==> src/design/isodr_pkg.sv <==
// shared constants, codes and helpers of the directory record scanner
package isodr_pkg;

   localparam int DEFAULT_SECTOR_BYTES = 2048;
   localparam int DEFAULT_NAME_CHARS   = 64;

   typedef enum logic [1:0] {
      OP_CLEAR  = 2'd0,
      OP_APPEND = 2'd1,
      OP_DATA   = 2'd2,
      OP_NONE   = 2'd3
   } op_type;

   // record layout
   localparam logic [7:0] REC_MIN_LEN  = 8'd34;
   localparam logic [7:0] ID_OFS       = 8'd33;
   localparam logic [7:0] ID_LEN_OFS   = 8'd32;
   localparam logic [7:0] EXTENT_OFS   = 8'd2;
   localparam logic [7:0] LENGTH_OFS   = 8'd10;
   localparam logic [7:0] FLAGS_OFS    = 8'd25;
   localparam int         FLAG_DIR_BIT = 1;

   localparam logic [7:0] CHAR_SEMI = 8'h3B;
   localparam logic [7:0] CHAR_DOT  = 8'h2E;
   localparam logic [7:0] CHAR_UA   = 8'h41;
   localparam logic [7:0] CHAR_UZ   = 8'h5A;
   localparam logic [7:0] CASE_GAP  = 8'd32;

   function automatic logic [7:0] fold(input logic [7:0] c);
      return (c >= CHAR_UA && c <= CHAR_UZ) ? c + CASE_GAP : c;
   endfunction

endpackage

==> src/design/isodr_if.sv <==
// request and result channel interfaces of the directory record scanner
interface isodr_req_if;
   import isodr_pkg::*;
   logic       valid;
   logic       ready;
   logic [1:0] operation;
   logic [7:0] value;
   logic       last_of_sector;
   modport source(output valid, operation, value, last_of_sector, input ready);
   modport sink(input valid, operation, value, last_of_sector, output ready);
endinterface

interface isodr_rsp_if;
   import isodr_pkg::*;
   logic        valid;
   logic        ready;
   logic [31:0] extent_lba;
   logic [31:0] data_length;
   logic        is_directory;
   logic        name_matches;
   logic [7:0]  stripped_name_length;
   modport source(output valid, extent_lba, data_length, is_directory, name_matches,
                  stripped_name_length, input ready);
   modport sink(input valid, extent_lba, data_length, is_directory, name_matches,
                stripped_name_length, output ready);
endinterface

==> src/design/iso9660_dir_record_scanner_unit.sv <==
// ISO 9660 directory record scanner: takes one request per cycle while the result side is
// not stalled (load wanted name or feed one directory byte) and returns one entry per
// completed ordinary record. A result passes through the input register and the result
// register after the data byte that closes its record.
// The wanted name sits in a small memory with two registered read ports that are
// prefetched at the next compare position and the one after it, so a pending dot and the
// following character are compared in the same cycle. There is no clearing pass after reset.
module iso9660_dir_record_scanner_unit #(
   parameter int SECTOR_BYTES = isodr_pkg::DEFAULT_SECTOR_BYTES,
   parameter int NAME_CHARS   = isodr_pkg::DEFAULT_NAME_CHARS
) (
   input  logic         clock,
   input  logic         reset,
   isodr_req_if.sink    req_chan,
   isodr_rsp_if.source  rsp_chan
);
   import isodr_pkg::*;

   localparam int OFF_W = $clog2(SECTOR_BYTES);
   localparam int OFF_X = OFF_W + 1;
   localparam int WL_W  = $clog2(NAME_CHARS + 1);
   localparam int IDX_W = $clog2(NAME_CHARS);

   // input register
   logic       stage_valid_ff;
   op_type     stage_op_ff;
   logic [7:0] stage_value_ff;
   logic       stage_last_ff;
   logic       advance;

   // scanner state
   logic [OFF_W-1:0] offset_ff, offset_in;
   logic [7:0]       rel_ff, rel_in;
   logic [7:0]       reclen_ff, reclen_in;
   logic             skip_ff, skip_in;
   logic [7:0]       idlen_ff, idlen_in;
   logic [31:0]      extent_ff, extent_in;
   logic [31:0]      length_ff, length_in;
   logic             dir_ff, dir_in;
   logic [7:0]       ci_ff, ci_in;
   logic             miss_ff, miss_in;
   logic             stop_ff, stop_in;
   logic             pdot_ff, pdot_in;
   logic [7:0]       first_ff, first_in;
   logic [WL_W-1:0]  wlen_ff, wlen_in;

   // name memory
   logic [7:0]       name_mem [NAME_CHARS];
   logic [7:0]       rd0_ff, rd1_ff;
   logic             wr_en;
   logic [IDX_W-1:0] wr_addr, ra0, ra1;
   logic [8:0]       ci_next_p1;

   // result register
   logic        rsp_valid_ff;
   logic [31:0] out_extent_ff, out_length_ff;
   logic        out_dir_ff, out_match_ff;
   logic [7:0]  out_strip_ff;
   logic        produce;

   // combinational helpers
   logic             is_data;
   logic [OFF_X-1:0] off_x;
   logic [7:0]       b, ext_rel, len_rel, id_k;
   logic             id_last, in_id, dot_used, fits, dots, sector_end;

   function automatic logic char_miss(input logic [7:0] idx, input logic [WL_W-1:0] wl,
                                      input logic [7:0] stored, input logic [7:0] c);
      return ({1'b0, idx} >= 9'(wl)) || (fold(stored) != fold(c));
   endfunction

   function automatic logic [7:0] sat_inc(input logic [7:0] v);
      return (v == 8'hFF) ? v : v + 8'd1;
   endfunction

   assign advance        = stage_valid_ff && (!rsp_valid_ff || rsp_chan.ready);
   assign req_chan.ready = !stage_valid_ff || advance;

   always_ff @(posedge clock) begin
      if (reset) begin
         stage_valid_ff <= 1'b0;
      end else if (req_chan.ready) begin
         stage_valid_ff <= req_chan.valid;
      end
      if (req_chan.valid && req_chan.ready) begin
         stage_op_ff    <= op_type'(req_chan.operation);
         stage_value_ff <= req_chan.value;
         stage_last_ff  <= req_chan.last_of_sector;
      end
   end

   assign is_data = advance && stage_op_ff == OP_DATA;
   assign b       = stage_value_ff;
   assign off_x   = {1'b0, offset_ff};
   assign ext_rel = rel_ff - EXTENT_OFS;
   assign len_rel = rel_ff - LENGTH_OFS;
   assign id_k    = rel_ff - ID_OFS;
   assign id_last = (id_k + 8'd1) == idlen_ff;
   assign in_id   = rel_ff >= ID_OFS && {1'b0, rel_ff} < ({1'b0, ID_OFS} + {1'b0, idlen_ff});
   assign sector_end = stage_last_ff || (off_x == OFF_X'(SECTOR_BYTES - 1));

   // name loading
   assign wr_en   = advance && stage_op_ff == OP_APPEND && 9'(wlen_ff) < 9'(NAME_CHARS);
   assign wr_addr = wlen_ff[IDX_W-1:0];

   always_comb begin
      wlen_in = wlen_ff;
      if (advance && stage_op_ff == OP_CLEAR) begin
         wlen_in = '0;
      end else if (wr_en) begin
         wlen_in = wlen_ff + WL_W'(1);
      end
   end

   // directory byte processing
   always_comb begin
      offset_in = offset_ff;
      rel_in    = rel_ff;
      reclen_in = reclen_ff;
      skip_in   = skip_ff;
      idlen_in  = idlen_ff;
      extent_in = extent_ff;
      length_in = length_ff;
      dir_in    = dir_ff;
      ci_in     = ci_ff;
      miss_in   = miss_ff;
      stop_in   = stop_ff;
      pdot_in   = pdot_ff;
      first_in  = first_ff;
      dot_used  = 1'b0;
      fits      = 1'b0;
      dots      = 1'b0;
      produce   = 1'b0;
      if (is_data) begin
         if (!skip_ff) begin
            if (reclen_ff == 8'd0) begin
               if (b < REC_MIN_LEN || off_x + OFF_X'(ID_OFS) > OFF_X'(SECTOR_BYTES) ||
                   off_x + OFF_X'(b) > OFF_X'(SECTOR_BYTES)) begin
                  skip_in = 1'b1;
               end else begin
                  reclen_in = b;
                  rel_in    = 8'd1;
                  idlen_in  = '0;
                  extent_in = '0;
                  length_in = '0;
                  dir_in    = 1'b0;
                  ci_in     = '0;
                  miss_in   = 1'b0;
                  stop_in   = 1'b0;
                  pdot_in   = 1'b0;
                  first_in  = '0;
               end
            end else begin
               rel_in = rel_ff + 8'd1;
               if (rel_ff >= EXTENT_OFS && rel_ff < EXTENT_OFS + 8'd4) begin
                  extent_in[8*ext_rel[1:0] +: 8] = b;
               end else if (rel_ff >= LENGTH_OFS && rel_ff < LENGTH_OFS + 8'd4) begin
                  length_in[8*len_rel[1:0] +: 8] = b;
               end else if (rel_ff == FLAGS_OFS) begin
                  dir_in = b[FLAG_DIR_BIT];
               end else if (rel_ff == ID_LEN_OFS) begin
                  idlen_in = b;
               end else if (in_id) begin
                  if (id_k == 8'd0) begin
                     first_in = b;
                  end
                  if (!stop_ff) begin
                     // a held dot counts only if no version suffix follows it
                     if (pdot_ff) begin
                        pdot_in = 1'b0;
                        if (b != CHAR_SEMI) begin
                           miss_in  = miss_in | char_miss(ci_ff, wlen_ff, rd0_ff, CHAR_DOT);
                           ci_in    = sat_inc(ci_ff);
                           dot_used = 1'b1;
                        end
                     end
                     if (b == CHAR_SEMI) begin
                        stop_in = 1'b1;
                     end else if (b == CHAR_DOT) begin
                        if (id_last) begin
                           stop_in = 1'b1;
                        end else begin
                           pdot_in = 1'b1;
                        end
                     end else begin
                        miss_in = miss_in | char_miss(ci_in, wlen_ff,
                                                      dot_used ? rd1_ff : rd0_ff, b);
                        ci_in   = sat_inc(ci_in);
                     end
                  end
               end
               if ((rel_ff + 8'd1) == reclen_ff) begin
                  fits      = ({1'b0, ID_OFS} + {1'b0, idlen_in}) <= {1'b0, reclen_ff};
                  dots      = idlen_in == 8'd1 && first_in <= 8'd1;
                  produce   = fits && !dots;
                  reclen_in = '0;
               end
            end
         end
         if (sector_end) begin
            offset_in = '0;
            reclen_in = '0;
            skip_in   = 1'b0;
         end else begin
            offset_in = offset_ff + OFF_W'(1);
         end
      end
   end

   always_ff @(posedge clock) begin
      if (reset) begin
         offset_ff <= '0;
         rel_ff    <= '0;
         reclen_ff <= '0;
         skip_ff   <= 1'b0;
         idlen_ff  <= '0;
         extent_ff <= '0;
         length_ff <= '0;
         dir_ff    <= 1'b0;
         ci_ff     <= '0;
         miss_ff   <= 1'b0;
         stop_ff   <= 1'b0;
         pdot_ff   <= 1'b0;
         first_ff  <= '0;
         wlen_ff   <= '0;
      end else begin
         offset_ff <= offset_in;
         rel_ff    <= rel_in;
         reclen_ff <= reclen_in;
         skip_ff   <= skip_in;
         idlen_ff  <= idlen_in;
         extent_ff <= extent_in;
         length_ff <= length_in;
         dir_ff    <= dir_in;
         ci_ff     <= ci_in;
         miss_ff   <= miss_in;
         stop_ff   <= stop_in;
         pdot_ff   <= pdot_in;
         first_ff  <= first_in;
         wlen_ff   <= wlen_in;
      end
   end

   // prefetch the entries at the next compare position and the one after it
   assign ci_next_p1 = {1'b0, ci_in} + 9'd1;
   assign ra0        = ci_in[IDX_W-1:0];
   assign ra1        = ci_next_p1[IDX_W-1:0];

   always_ff @(posedge clock) begin
      if (wr_en) begin
         name_mem[wr_addr] <= b;
      end
      rd0_ff <= (wr_en && wr_addr == ra0) ? b : name_mem[ra0];
      rd1_ff <= (wr_en && wr_addr == ra1) ? b : name_mem[ra1];
   end

   // result register
   always_ff @(posedge clock) begin
      if (reset) begin
         rsp_valid_ff <= 1'b0;
      end else if (advance) begin
         rsp_valid_ff <= produce;
      end else if (rsp_chan.ready) begin
         rsp_valid_ff <= 1'b0;
      end
      if (advance && produce) begin
         out_extent_ff <= extent_in;
         out_length_ff <= length_in;
         out_dir_ff    <= dir_in;
         out_match_ff  <= !miss_in && (9'(ci_in) == 9'(wlen_ff));
         out_strip_ff  <= ci_in;
      end
   end

   assign rsp_chan.valid                = rsp_valid_ff;
   assign rsp_chan.extent_lba           = out_extent_ff;
   assign rsp_chan.data_length          = out_length_ff;
   assign rsp_chan.is_directory         = out_dir_ff;
   assign rsp_chan.name_matches         = out_match_ff;
   assign rsp_chan.stripped_name_length = out_strip_ff;

endmodule

==> src/flat_wrapper.sv <==
// flat-port wrapper written by rule: the top's interface ports become plain ports
module iso9660_dir_record_scanner_unit_flat import isodr_pkg::*;
#(
   parameter int SECTOR_BYTES = isodr_pkg::DEFAULT_SECTOR_BYTES,
   parameter int NAME_CHARS   = isodr_pkg::DEFAULT_NAME_CHARS
)
  (clock, reset, req_chan_valid, req_chan_operation, req_chan_value, req_chan_last_of_sector, req_chan_ready, rsp_chan_valid, rsp_chan_extent_lba, rsp_chan_data_length, rsp_chan_is_directory, rsp_chan_name_matches, rsp_chan_stripped_name_length, rsp_chan_ready);
  isodr_req_if req_chan_i ();
  isodr_rsp_if rsp_chan_i ();
  input  logic clock;
  input  logic reset;
  input wire logic [$bits(req_chan_i.valid)-1:0] req_chan_valid;
  input wire logic [$bits(req_chan_i.operation)-1:0] req_chan_operation;
  input wire logic [$bits(req_chan_i.value)-1:0] req_chan_value;
  input wire logic [$bits(req_chan_i.last_of_sector)-1:0] req_chan_last_of_sector;
  output wire logic [$bits(req_chan_i.ready)-1:0] req_chan_ready;
  output wire logic [$bits(rsp_chan_i.valid)-1:0] rsp_chan_valid;
  output wire logic [$bits(rsp_chan_i.extent_lba)-1:0] rsp_chan_extent_lba;
  output wire logic [$bits(rsp_chan_i.data_length)-1:0] rsp_chan_data_length;
  output wire logic [$bits(rsp_chan_i.is_directory)-1:0] rsp_chan_is_directory;
  output wire logic [$bits(rsp_chan_i.name_matches)-1:0] rsp_chan_name_matches;
  output wire logic [$bits(rsp_chan_i.stripped_name_length)-1:0] rsp_chan_stripped_name_length;
  input wire logic [$bits(rsp_chan_i.ready)-1:0] rsp_chan_ready;
  assign req_chan_i.valid = req_chan_valid;
  assign req_chan_i.operation = req_chan_operation;
  assign req_chan_i.value = req_chan_value;
  assign req_chan_i.last_of_sector = req_chan_last_of_sector;
  assign req_chan_ready = req_chan_i.ready;
  assign rsp_chan_valid = rsp_chan_i.valid;
  assign rsp_chan_extent_lba = rsp_chan_i.extent_lba;
  assign rsp_chan_data_length = rsp_chan_i.data_length;
  assign rsp_chan_is_directory = rsp_chan_i.is_directory;
  assign rsp_chan_name_matches = rsp_chan_i.name_matches;
  assign rsp_chan_stripped_name_length = rsp_chan_i.stripped_name_length;
  assign rsp_chan_i.ready = rsp_chan_ready;
  iso9660_dir_record_scanner_unit #(.SECTOR_BYTES(SECTOR_BYTES), .NAME_CHARS(NAME_CHARS)) u_core (.clock(clock), .reset(reset), .req_chan(req_chan_i), .rsp_chan(rsp_chan_i));
endmodule
==> config.mk <==
export PLATFORM = sky130hd
export DESIGN_NAME = iso9660_dir_record_scanner_unit_flat
export DESIGN_NICKNAME = d
export VERILOG_FILES = /design/src/design/isodr_pkg.sv /design/src/design/isodr_if.sv /design/src/design/iso9660_dir_record_scanner_unit.sv /design/src/flat_wrapper.sv
export SDC_FILE = /design/constraint.sdc
export NUM_CORES = 1
export LEC_CHECK = 0
export CAP_MARGIN = 20
export CORE_AREA = 2 2 285 287
export CTS_BUF_LIST = sky130_fd_sc_hd__clkbuf_8
export CTS_CLUSTER_SIZE = 28
export DETAILED_ROUTE_END_ITERATION = 10
export DIE_AREA = 0 0 287 289
export DONT_BUFFER_PORTS = 1
export GPL_TIMING_DRIVEN = 0
export HOLD_SLACK_MARGIN = 0.1
export PLACE_DENSITY_LB_ADDON = 0.25
export SLEW_MARGIN = 20
export SYNTH_ARGS = -nofsm -noshare
export SYNTH_HDL_FRONTEND = slang
export SYNTH_SLANG_ARGS = --single-unit
==> constraint.sdc <==
create_clock -name clock -period 8.45 [get_ports clock]
set_clock_uncertainty 0.1 [all_clocks]
set_input_delay 1.69 -clock clock [delete_from_list [all_inputs] [get_ports clock]]
set_output_delay 1.69 -clock clock [all_outputs]
set_load 0.005 [all_outputs]
==> run summary <==
The run finished with clean final reports. Proportion of layout cells with a drive suffix above 1: 22.6%. The netlist uses 88 different library cells. In this run, the number of DRC markers left after iteration 0 of detailed routing was 3794.

The via count of the first global-routing pass was 24000. The run gives 0 as the Yosys warning count. Global routing consumed, over all layers together, 30.4% of the routing resources. The logs give 58.1% for the fraction of the yosys area taken by sequential cells and 44.6% for the initial cell density of the core. The maximum number of pins on one net before global-route repair was 60. The net count of the finished layout is 2646.

By area the synthesized netlist is led by sky130_fd_sc_hd__edfxtp_1 (50%), sky130_fd_sc_hd__mux4_2 (16%), sky130_fd_sc_hd__dfxtp_1 (7.9%), sky130_fd_sc_hd__ha_1 (2.0%), sky130_fd_sc_hd__nor2_1 (1.9%). Post-CTS timing repair inserted 0 buffers for setup. The number of gates given a new drive strength after cts is 0. The number of nets in the synthesized netlist is 2495.

The worst path uses 74.7% of the clock period. The signal on the critical path passes through clkbuf_1, inv_1, fa_1, xnor2_1, nor4b_1, o211ai_1, o31ai_1, a31oi_1, a22oi_1, xnor2_1, o2111ai_1, or4_1, a221oi_1. The max-slew violation count came out at 0. In the final layout, the multi-input gates occupy 0.0140 mm^2. Leading register cell type out of synthesis: sky130_fd_sc_hd__edfxtp_1.

Of the total synthesized cell area, the portion taken by XOR and XNOR cells is 2.02%. Summed over all nets, the half-perimeter wirelength after detailed placement is 90.9 mm. The number of failing setup endpoints in the final timing report came out at 0. The critical path arrival is 6.75 ns, and the clock period minus final worst setup slack is 6.31 ns. The routed layout has 24700 vias. The run gives 0.0375 mm^2 as the area of placed instances. In this run the clock root is driven by a sky130_fd_sc_hd__clkbuf_8. The tools report the capturing element type of the critical path as a flip-flop. The compound-gate portion of the synthesized area is 7.91%. Setup repair after global routing left no endpoint under its margin. The die is 287 um wide.

For this run, the slowest stage of the critical path takes 0.88 ns. The leakage power is 0.0133 uW. Of all cell types, the one taking the most synthesized area is sky130_fd_sc_hd__edfxtp_1. After synthesis the cells add up to 0.0357 mm^2. Timing would allow up to 158 MHz. The detailed-router iteration count before antenna repair is 6, and the total clock sinks is 737. During I/O placement, the number of pins put on the boundary was 91. The worst setup path is of the reg -> reg kind.

The cell count after synthesis was 2421. The core region is 0.0799 mm^2. Vertical die dimension: 289 um. After detailed routing, the number of remaining DRC violations is 0.

STA classifies the critical path startpoint as a flip-flop. The run gives 104 as the standard-cell row count. Routed length per placed instance: 34.0 um. The count of input and output buffers came out at 0. Across the VDD grid, the largest voltage drop is 0.148 mV. The overflow left after global routing came out at 0. In the synthesized netlist the async set-or-reset flop fraction comes to 0%.

The number of flops mapped to enable cells by yosys came out at 597. After synthesis, the largest family of logic cells by area is multiplexers. Post-route antenna net violation count: 0. Fill cells in the final layout number 6864. The maximum clock insertion buffer count was 3; the mux contribution to synthesized area was 18.8%.

In the routed layout, each cell is associated on average with a via count of 6.61. In this run the power density over the cells is 185 mW/mm^2. The share of the synthesized area in the top cell type came out at 50.3%. The routed design has 127 mm of wire. By count the netlist is led by sky130_fd_sc_hd__edfxtp_1 (597), sky130_fd_sc_hd__mux4_2 (260), sky130_fd_sc_hd__nor2_1 (177). The first global-routing pass estimated 177 mm of wire. The final-report hold violation count was 0; the H-tree depth was 3. After layout, the worst setup slack is 2.14 ns. The synthesized netlist devotes 2.09% of its cell area to adder and majority cells.

The transition time at the pin with the least slew margin was 1.25 ns; the post-route cell area was 0.0400 mm^2. After routing, the total negative slack on setup checks comes to 0 ns. At the worst endpoint, the required time is 8.89 ns. The number of max-cap violations came out at 0.

The tightest min-delay check is of the reg -> reg type. The tools report the area of the die as 0.0829 mm^2. Routability-driven placement congestion ratio: 1.04. TritonCTS built the clock tree.

The clock latency of the later-clocked register in the worst-skew pair came out at 0.78 ns. Registers take 0.0207 mm^2. The cell with the most instances after synthesis was sky130_fd_sc_hd__edfxtp_1.

The synthesized design contains 737 register bits. Total power for the finished layout comes to 7400 uW. The number of clock buffers added by TritonCTS is 120.

Measured against its own limit, the worst slew margin works out to 16.5%. The tools report the number of antenna violations at the first check in global routing as 6. The relative area change from synthesis to final layout is 12.1%, and the placement-stage worst setup slack is 2.19 ns. The highest net fanout along the worst path works out to 15.

Each instance of the synthesized netlist takes up on average 14.7 um^2. The count of hold buffers inserted by post-cts repair was 0. The synthesized netlist devotes 8.36% of its cell area to simple gates. The clock-pin slew of the registers on the worst-case setup and hold paths was 0.07 ns.

Among the stages of the critical path, the cell type that occurs most often is sky130_fd_sc_hd__xnor2_1. Slowest library cell on the worst path: sky130_fd_sc_hd__edfxtp_1.
## stage by stage
| stage | cells | utilization [%] | hold slack (ns) |
|---|---|---|---|
| 2_1_floorplan | 2421 | - | 0.336 |
| 3_3_place_gp | 3481 | 46.3 | 0.350 |
| 3_5_place_dp | 3509 | 46.9 | 0.365 |
| 4_1_cts | 3736 | 50.0 | 0.372 |
| 5_1_grt | 3738 | 50.0 | 0.422 |
| 6_report | 3740 | 50.0 | 0.389 |
## report_power, final
group          switching (uW)  total, uW  internal [uW]
logic                     168        232           64.3
clock network            1540       3210           1670
registers                18.8       3960           3940
total                    1730       7400           5670
## cells in the final DEF (no fill, tap or decap), types with 44 or more instances in the layout
cell type and instances:
sky130_fd_sc_hd__mux4_2 260, sky130_fd_sc_hd__nor2_1 171, sky130_fd_sc_hd__clkbuf_1 83, sky130_fd_sc_hd__clkbuf_8 128, sky130_fd_sc_hd__nand3_1 61, sky130_fd_sc_hd__mux2i_1 44, sky130_fd_sc_hd__inv_1 94, sky130_fd_sc_hd__o21ai_0 51
sky130_fd_sc_hd__nand2_1 111, sky130_fd_sc_hd__edfxtp_1 597, sky130_fd_sc_hd__a21oi_1 66, sky130_fd_sc_hd__and2_1 72, sky130_fd_sc_hd__a22o_1 64, sky130_fd_sc_hd__dfxtp_1 140, sky130_fd_sc_hd__ha_1 58, sky130_fd_sc_hd__xnor2_1 49
## layout make-up
class,count,area share [%]
Timing Repair Buffer,29,1.14
Antenna cell,3,0.0188
Multi-Input combinational cell,1470,35.1
Sequential cell,737,51.9
Clock buffer,128,4.41
Inverter,59,0.554
Clock inverter,99,1.76
Buffer,155,1.83
Tap cell,1060,3.32
## state kept, by name, indices dropped and copies added (netlist names), 8 cells and up, named ones only
name                                  count
u_core.offset_ff                         11
u_core.name_mem                         512
u_core.rsp_chan.data_length              32
u_core.idlen_ff                           8
u_core.rsp_chan.extent_lba               32
u_core.extent_ff                         32
u_core.rel_ff                             8
u_core.rsp_chan.stripped_name_length      8
u_core.reclen_ff                          8
u_core.length_ff                         32
u_core.b                                  8
u_core.ci_ff                              8
## routing by layer
layer | share of wire, % | track usage (%) | vias to the layer above
met4 | 6.2 | 16.8 | 6
met1 | 38 | 40.0 | 12700
li1 | - | - | 9974
met2 | 45 | 46.9 | 1668
met3 | 10 | 6.91 | 382
met5 | 0.035 | 0 | -
## kinds of logic after synthesis
kind of cell | after synthesis
AO/OA/AOI/OAI | 392
XOR/XNOR | 79
buffers and inverters | 214
adder cells (fa/ha/maj) | 59
AND/OR/NAND/NOR | 599
multiplexers | 341
flip-flops | 737
## final timing paths
| check | start | to | slack (ns) | cells past startpoint |
|---|---|---|---|---|
| max | u_core.b[1]$_DFFE_PP_ | u_core.rsp_chan.name_matches$_DFFE_PP_ | 2.14 | 13 |
| min | u_core.offset_ff[10]$_SDFFE_PP0P_ | u_core.offset_ff[10]$_SDFFE_PP0P_ | 0.39 | 2 |
| max reg2reg | u_core.b[1]$_DFFE_PP_ | u_core.rsp_chan.name_matches$_DFFE_PP_ | 2.14 | 13 |
| min reg2reg | u_core.offset_ff[10]$_SDFFE_PP0P_ | u_core.offset_ff[10]$_SDFFE_PP0P_ | 0.39 | 2 |
## critical path: cells and delay by family (launching register included)
family / cells / cell delay, ns
AO/OA/AOI/OAI: 6 / 2.21
XOR/XNOR: 2 / 0.32
adder cells (fa/ha/maj): 1 / 0.52
AND/OR/NAND/NOR: 2 / 0.95
buffers and inverters: 2 / 1.07
flip-flops: 1 / 0.88
(Power assumes the default switching activity.)
